`src/hdl/lstp_pkg.sv`:
```
package lstp_pkg;

  localparam int SWING_POINTS_DEF = 50;

  // Numerator width of the phase divider: step_index shifted up by 16.
  localparam int NUM_W = 22;

  localparam logic [16:0] ONE_Q16    = 17'h10000;
  localparam logic [17:0] THREE_Q16  = 18'd196608;
  localparam logic [18:0] FOUR_Q16   = 19'd262144;
  localparam logic [15:0] DEADBAND   = 16'd40;
  // floor(w / 5) == (w * DIV5_MUL) >> DIV5_SH for every w below 2^18.
  localparam logic [15:0] DIV5_MUL   = 16'd52429;
  localparam int          DIV5_SH    = 18;
  localparam logic [34:0] HALF_5Q16  = 35'd163840;

  localparam logic [14:0]        STEP_LENGTH_RST = 15'd1024;
  localparam logic [14:0]        CLEARANCE_RST   = 15'd768;
  localparam logic signed [15:0] STAND_H_RST     = -16'sd6144;
  localparam logic [14:0]        TURN_GAIN_RST   = 15'd256;
  localparam logic [15:0]        LIFT_FRAC_RST   = 16'd19661;
  localparam logic [15:0]        XFER_FRAC_RST   = 16'd26214;
  localparam logic [15:0]        LOWER_FRAC_RST  = 16'd19661;

  typedef enum logic [2:0] {
    REG_STEP_LENGTH = 3'd0,
    REG_CLEARANCE   = 3'd1,
    REG_STAND_H     = 3'd2,
    REG_TURN_GAIN   = 3'd3,
    REG_LIFT_FRAC   = 3'd4,
    REG_XFER_FRAC   = 3'd5,
    REG_LOWER_FRAC  = 3'd6
  } cfg_reg_t;

  typedef enum logic [1:0] {
    PH_LIFT  = 2'd0,
    PH_XFER  = 2'd1,
    PH_LOWER = 2'd2
  } phase_t;

  // Per-item data that rides alongside the phase divider.
  typedef struct packed {
    phase_t             phase;
    logic [16:0]        pr;
    logic [2:0]         leg;
    logic               fwd;
    logic               neg;
    logic               side;
    logic               turn;
    logic signed [15:0] bx;
    logic signed [15:0] by;
    logic signed [15:0] vy;
    logic signed [15:0] tr;
  } tag_t;

endpackage

```
`src/hdl/lstp_div.sv`:
```
module lstp_div #(
  parameter int DEN_W = 22,
  parameter int CMP_W = 23
) (
  input  logic               clk,
  input  logic [8:0]         en,
  input  logic [CMP_W-1:0]   num,
  input  logic [DEN_W-1:0]   den,
  input  lstp_pkg::tag_t     tag_in,
  output logic [16:0]        q_out,
  output lstp_pkg::tag_t     tag_out
);

  logic [DEN_W-1:0] rem_r [0:8];
  logic [DEN_W-1:0] den_r [0:8];
  logic [15:0]      q_r   [0:8];
  logic             sat_r [0:8];
  lstp_pkg::tag_t   tag_r [0:8];

  // One restoring step: returns {quotient bit, new remainder}.
  function automatic logic [DEN_W:0] div_step(logic [DEN_W-1:0] rem, logic [DEN_W-1:0] d);
    logic [DEN_W:0] r2;
    logic [DEN_W:0] diff;
    r2   = {rem, 1'b0};
    diff = r2 - {1'b0, d};
    if (r2 >= {1'b0, d}) begin
      return {1'b1, diff[DEN_W-1:0]};
    end
    return {1'b0, r2[DEN_W-1:0]};
  endfunction

  // A ratio of one or more, or a zero divisor, saturates to 1.0.
  always_ff @(posedge clk) begin
    if (en[0]) begin
      sat_r[0] <= (den == '0) || (num >= CMP_W'(den));
      rem_r[0] <= (num >= CMP_W'(den)) ? '0 : DEN_W'(num);
      den_r[0] <= den;
      q_r[0]   <= '0;
      tag_r[0] <= tag_in;
    end
  end

  for (genvar j = 1; j <= 8; j++) begin : g_stage
    logic [DEN_W:0] s1_nxt;
    logic [DEN_W:0] s2_nxt;
    assign s1_nxt = div_step(rem_r[j-1], den_r[j-1]);
    assign s2_nxt = div_step(s1_nxt[DEN_W-1:0], den_r[j-1]);
    always_ff @(posedge clk) begin
      if (en[j]) begin
        rem_r[j] <= s2_nxt[DEN_W-1:0];
        q_r[j]   <= {q_r[j-1][13:0], s1_nxt[DEN_W], s2_nxt[DEN_W]};
        den_r[j] <= den_r[j-1];
        sat_r[j] <= sat_r[j-1];
        tag_r[j] <= tag_r[j-1];
      end
    end
  end

  assign q_out   = sat_r[8] ? lstp_pkg::ONE_Q16 : {1'b0, q_r[8]};
  assign tag_out = tag_r[8];

endmodule

```
`config.mk`:
```
export PLATFORM = sky130hd
export DESIGN_NAME = lstp_div
export DESIGN_NICKNAME = d
export VERILOG_FILES = /design/src/hdl/lstp_pkg.sv /design/src/hdl/lstp_div.sv
export SDC_FILE = /design/constraint.sdc
export NUM_CORES = 2
export LEC_CHECK = 0
export ABC_CLOCK_PERIOD_IN_PS = 8900
export CAP_MARGIN = 30
export CORE_MARGIN = 2
export CORE_UTILIZATION = 50
export CTS_CLUSTER_DIAMETER = 200
export DETAILED_ROUTE_END_ITERATION = 10
export DONT_BUFFER_PORTS = 1
export PLACE_DENSITY = 0.75
export SETUP_SLACK_MARGIN = 0.3
export SYNTH_ARGS = -nofsm -noshare
export SYNTH_HDL_FRONTEND = slang
export SYNTH_SLANG_ARGS = --single-unit
```
`constraint.sdc`:
```
create_clock -name clk -period 8.9 [get_ports clk]
set_clock_uncertainty 0.1 [all_clocks]
set_input_delay 1.78 -clock clk [delete_from_list [all_inputs] [get_ports clk]]
set_output_delay 1.78 -clock clk [all_outputs]
set_load 0.01 [all_outputs]
```
==> qor.txt <==
Final period util -> 79.7%
IO buf count -> 0
Die Ht -> 346 um
Status -> finished clean
Hold WS -> 0.258 ns
Max Fclk -> 0.141 GHz
Worst hold-check path type -> reg -> reg
Non-filler instance count after layout -> 5891
CP Cell Sequence -> inv_1, ha_1, nor2b_1, o211ai_1, a31oi_1, o211ai_1, nand2b_1, or3b_2, a31o_2, mux2_2, ha_1, nand3_1, a21oi_2, o41ai_4, o311ai_1, a211o_1, a221o_1, or4_4, a22oi_4, o211ai_4, mux2_1
Final Max Slew Viols -> 0
Register bit count reported by yosys -> 1243
Sequential Power Share -> 31.0%
CP max FO -> 38
Final setup viols -> 0
R2r endpoint -> rem_r[0][77]$_DFFE_PP_
Antenna Violating Nets Remaining -> 0
Slew @ Worst Pin -> 0.992 ns
Reg clk slew, reported paths -> 0.07 ns
Longest Clk Path Bufs -> 3
DRC violations left -> 0
Final Hold Viols -> 0
Worst Min Path Start -> tag_r[0][252]$_DFFE_PP_
Worst VDD drop -> 0.262 mV
Layout Nets -> 4787
Synthesized area per cell -> 13.6 sq um
FF/Latch Area -> 37300 sq um
Die area -> 120000 sq um
Number of global-route vias before repair -> 32941
GPL Wtd Cong -> 0.910
CTS tree -> done
CP Data Arrival Time -> 7.40 ns
Total gr overflow -> 0
Crit path largest cell delay -> 0.58 ns
Pin count of the biggest net entering global routing -> 150
Most frequent cells in the layout -> edfxtp_1, ha_1, inv_1, a21oi_1, nor2_1
Required time of the critical path -> 9.21 ns
Top Ports -> 252
WL/cell -> 21.0 um
Hold Path End -> tag_r[0][342]$_DFFE_PP_
Initial antenna violation count -> 25
Commonest non-fill, non-tap cell in the layout -> edfxtp_1
Root Driver -> clkbuf_16
Switch Pwr -> 10.1 mW
Origin of the critical flop-to-flop path -> den_r[0][45]$_DFFE_PP_
Worst Hold Path Cells -> 0
Number of cell rows -> 125
Final Cell Area -> 63400 sq um
Syn nets -> 4811
Post-CTS Setup Inserts -> 0
P&R area growth vs syn -> 8.21%
Combinational Power Share -> 51.4%
Sw Share -> 37.5%
Number of hold buffers added after CTS -> 0
Seq/Total Area, Yosys -> 63.8%
Core area -> 116000 sq um
# fillers -> 9206
Asr flop ratio synth -> 0%
Layout cells sized above 1 -> 8.37%
Min Tclk post-route -> 7.09 ns
Synth cell types -> 88
Initial Util -> 50.4%
Clock buffer count from CTS -> 115
Slew Limit Headroom -> 33.7%
Vias -> 33196
Yosys warnings -> 0
Pwr dens -> 426 nW/um^2
Post_cts resized -> 0
DR iter-0 viols -> 2700
CP Class -> reg -> reg
Internal Dissipation -> 16.9 mW
Reg2Reg Depth -> 21
Synthesized area -> 58500 sq um
RSZ-0062 raised after global routing -> no
Die Span X -> 346 um
Critical path endpoint category -> flop
Routed vias/inst -> 5.64
Final WL -> 123 mm
Sum Neg Setup Slack -> 0 ns
Max_cap viols -> 0
Type of origin of the critical path -> flop
Slowest CP cell -> a31oi_1
Sink Count -> 1243
Clock share of power -> 17.6%
Final core utilization -> 54.5%
Area of the multi-input gates -> 19200 sq um
Post-Place Cell Area -> 59700 sq um
R2r setup slk -> 1.81 ns
DRT Pass-1 Iters -> 6
Placed instance count -> 5675
LEAKAGE -> 24.1 nW
First-pass GRT wire length -> 191 mm
Post-synth EDFFs -> 1243
H-Tree Depth -> 3
Worst skew pair latency -> 0.73 ns
Top FF cell, synth -> edfxtp_1
GRT Total Usage -> 20.4%
Cells after Synth -> 4292
Post-DP HPWL -> 86.1 mm
==> kinds of logic (layout without fill, tap and decap cells) <==
| kind of cell | Yosys count | after routing | share of synthesized area (%) |
|---|---|---|---|
| and+or+nand+nor | 849 | 849 | 7.03 |
| DFF | 1243 | 1243 | 63.8 |
| adders and majority gates | 374 | 374 | 8.10 |
| muxes | 157 | 157 | 3.15 |
| xor gates and xnor gates | 257 | 257 | 3.84 |
| buffers and inverters | 443 | 512 | 3.49 |
| other | 0 | 6 | 0 |
| AOI/OAI and AO/OA | 969 | 969 | 10.6 |
==> registers in the layout, indices dropped and copies added, names as in the netlist <==
register  flops
tag_r       810
den_r       176
rem_r       176
q_r          72
sat_r         9
==> synthesized netlist by cell type (all sizes together) (6+ instances only) <==
cell	count	area share, %
a21boi	16	0.21
o211ai	17	0.24
a211oi	23	0.29
a31oi	25	0.27
or4	10	0.13
nand2b	41	0.44
and2	39	0.42
nor4	16	0.17
a21o	137	1.8
mux2	152	3.1
nor2	232	1.5
xor2	75	1.1
o21a	61	0.78
and3	22	0.24
and4	8	0.12
nand4	48	0.51
a31o	11	0.16
o2111ai	6	0.090
a311oi	9	0.13
nor2b	64	0.68
o21bai	35	0.45
a21oi	283	2.4
o21ai	225	1.9
nand3	55	0.47
o31a	14	0.21
ha	366	7.8
nand2	219	1.4
fa	8	0.27
buf	110	1.4
o41ai	11	0.21
edfxtp	1243	64
clkbuf	43	0.28
a211o	14	0.21
or3	22	0.24
or2	10	0.11
inv	290	1.9
a41oi	7	0.10
xnor2	182	2.7
nor3	50	0.44
o31ai	25	0.32
==> through the flow <==
stage / setup slack [ns] / power [mW]
floorplan: 2.91 / 19.3
global placement: 1.85 / 21.7
detailed placement: 1.87 / 22.1
CTS: 1.85 / 27.0
global route: 1.44 / 28.9
finish: 1.81 / 27.0
==> power by group through the flow <==
stage / combinational (mW) / sequential [mW] / clock, mW
2_1_floorplan: 11.1 / 8.21 / 0
3_3_place_gp: 13.3 / 8.44 / 0
3_5_place_dp: 13.6 / 8.46 / 0
4_1_cts: 13.7 / 8.36 / 4.86
5_1_grt: 15.4 / 8.43 / 5.06
6_report: 13.9 / 8.36 / 4.74
==> worst max-delay path by stage <==
stage                     cells past startpoint  slack, ns                      end               startpoint
after floorplan                              25       2.91   rem_r[0][75]$_DFFE_PP_   den_r[0][45]$_DFFE_PP_
after global placement                       24       1.85  rem_r[0][171]$_DFFE_PP_  den_r[0][133]$_DFFE_PP_
after detailed placement                     24       1.87  rem_r[0][171]$_DFFE_PP_  den_r[0][133]$_DFFE_PP_
after CTS                                    21       1.85   rem_r[0][81]$_DFFE_PP_   den_r[0][45]$_DFFE_PP_
after global routing                         21       1.44   rem_r[0][79]$_DFFE_PP_   den_r[0][45]$_DFFE_PP_
final                                        21       1.81   rem_r[0][77]$_DFFE_PP_   den_r[0][45]$_DFFE_PP_
==> final cells by class <==
cell class / count / area share (%)
diodes: 6 / 0.0237
clock buffers: 139 / 4.68
multi-input cells: 2606 / 30.4
clock inverters: 71 / 1.11
repair buffers: 12 / 0.186
flip-flops and latches: 1243 / 58.9
inverters: 290 / 1.72
well taps: 1524 / 3.01
==> worst max-delay path, delay by kind of cell, from the launching register on <==
| kind | cells | cell delay [ns] |
|---|---|---|
| AOI/OAI and AO/OA | 11 | 3.25 |
| and+or+nand+nor | 5 | 1.42 |
| muxes | 2 | 0.84 |
| adders and majority gates | 2 | 0.64 |
| DFF | 1 | 0.43 |
| buffers and inverters | 1 | 0.11 |
==> routing by layer <==
layer | up-vias | part of all wire, % | GRT usage [%]
li1 | 15965 | - | -
met5 | - | 0.069 | 0
met4 | 14 | 2.4 | 5.35
met2 | 884 | 48 | 34.4
met1 | 16137 | 44 | 27.5
met3 | 196 | 5.4 | 3.58
Power figures use the tool's default switching activity.
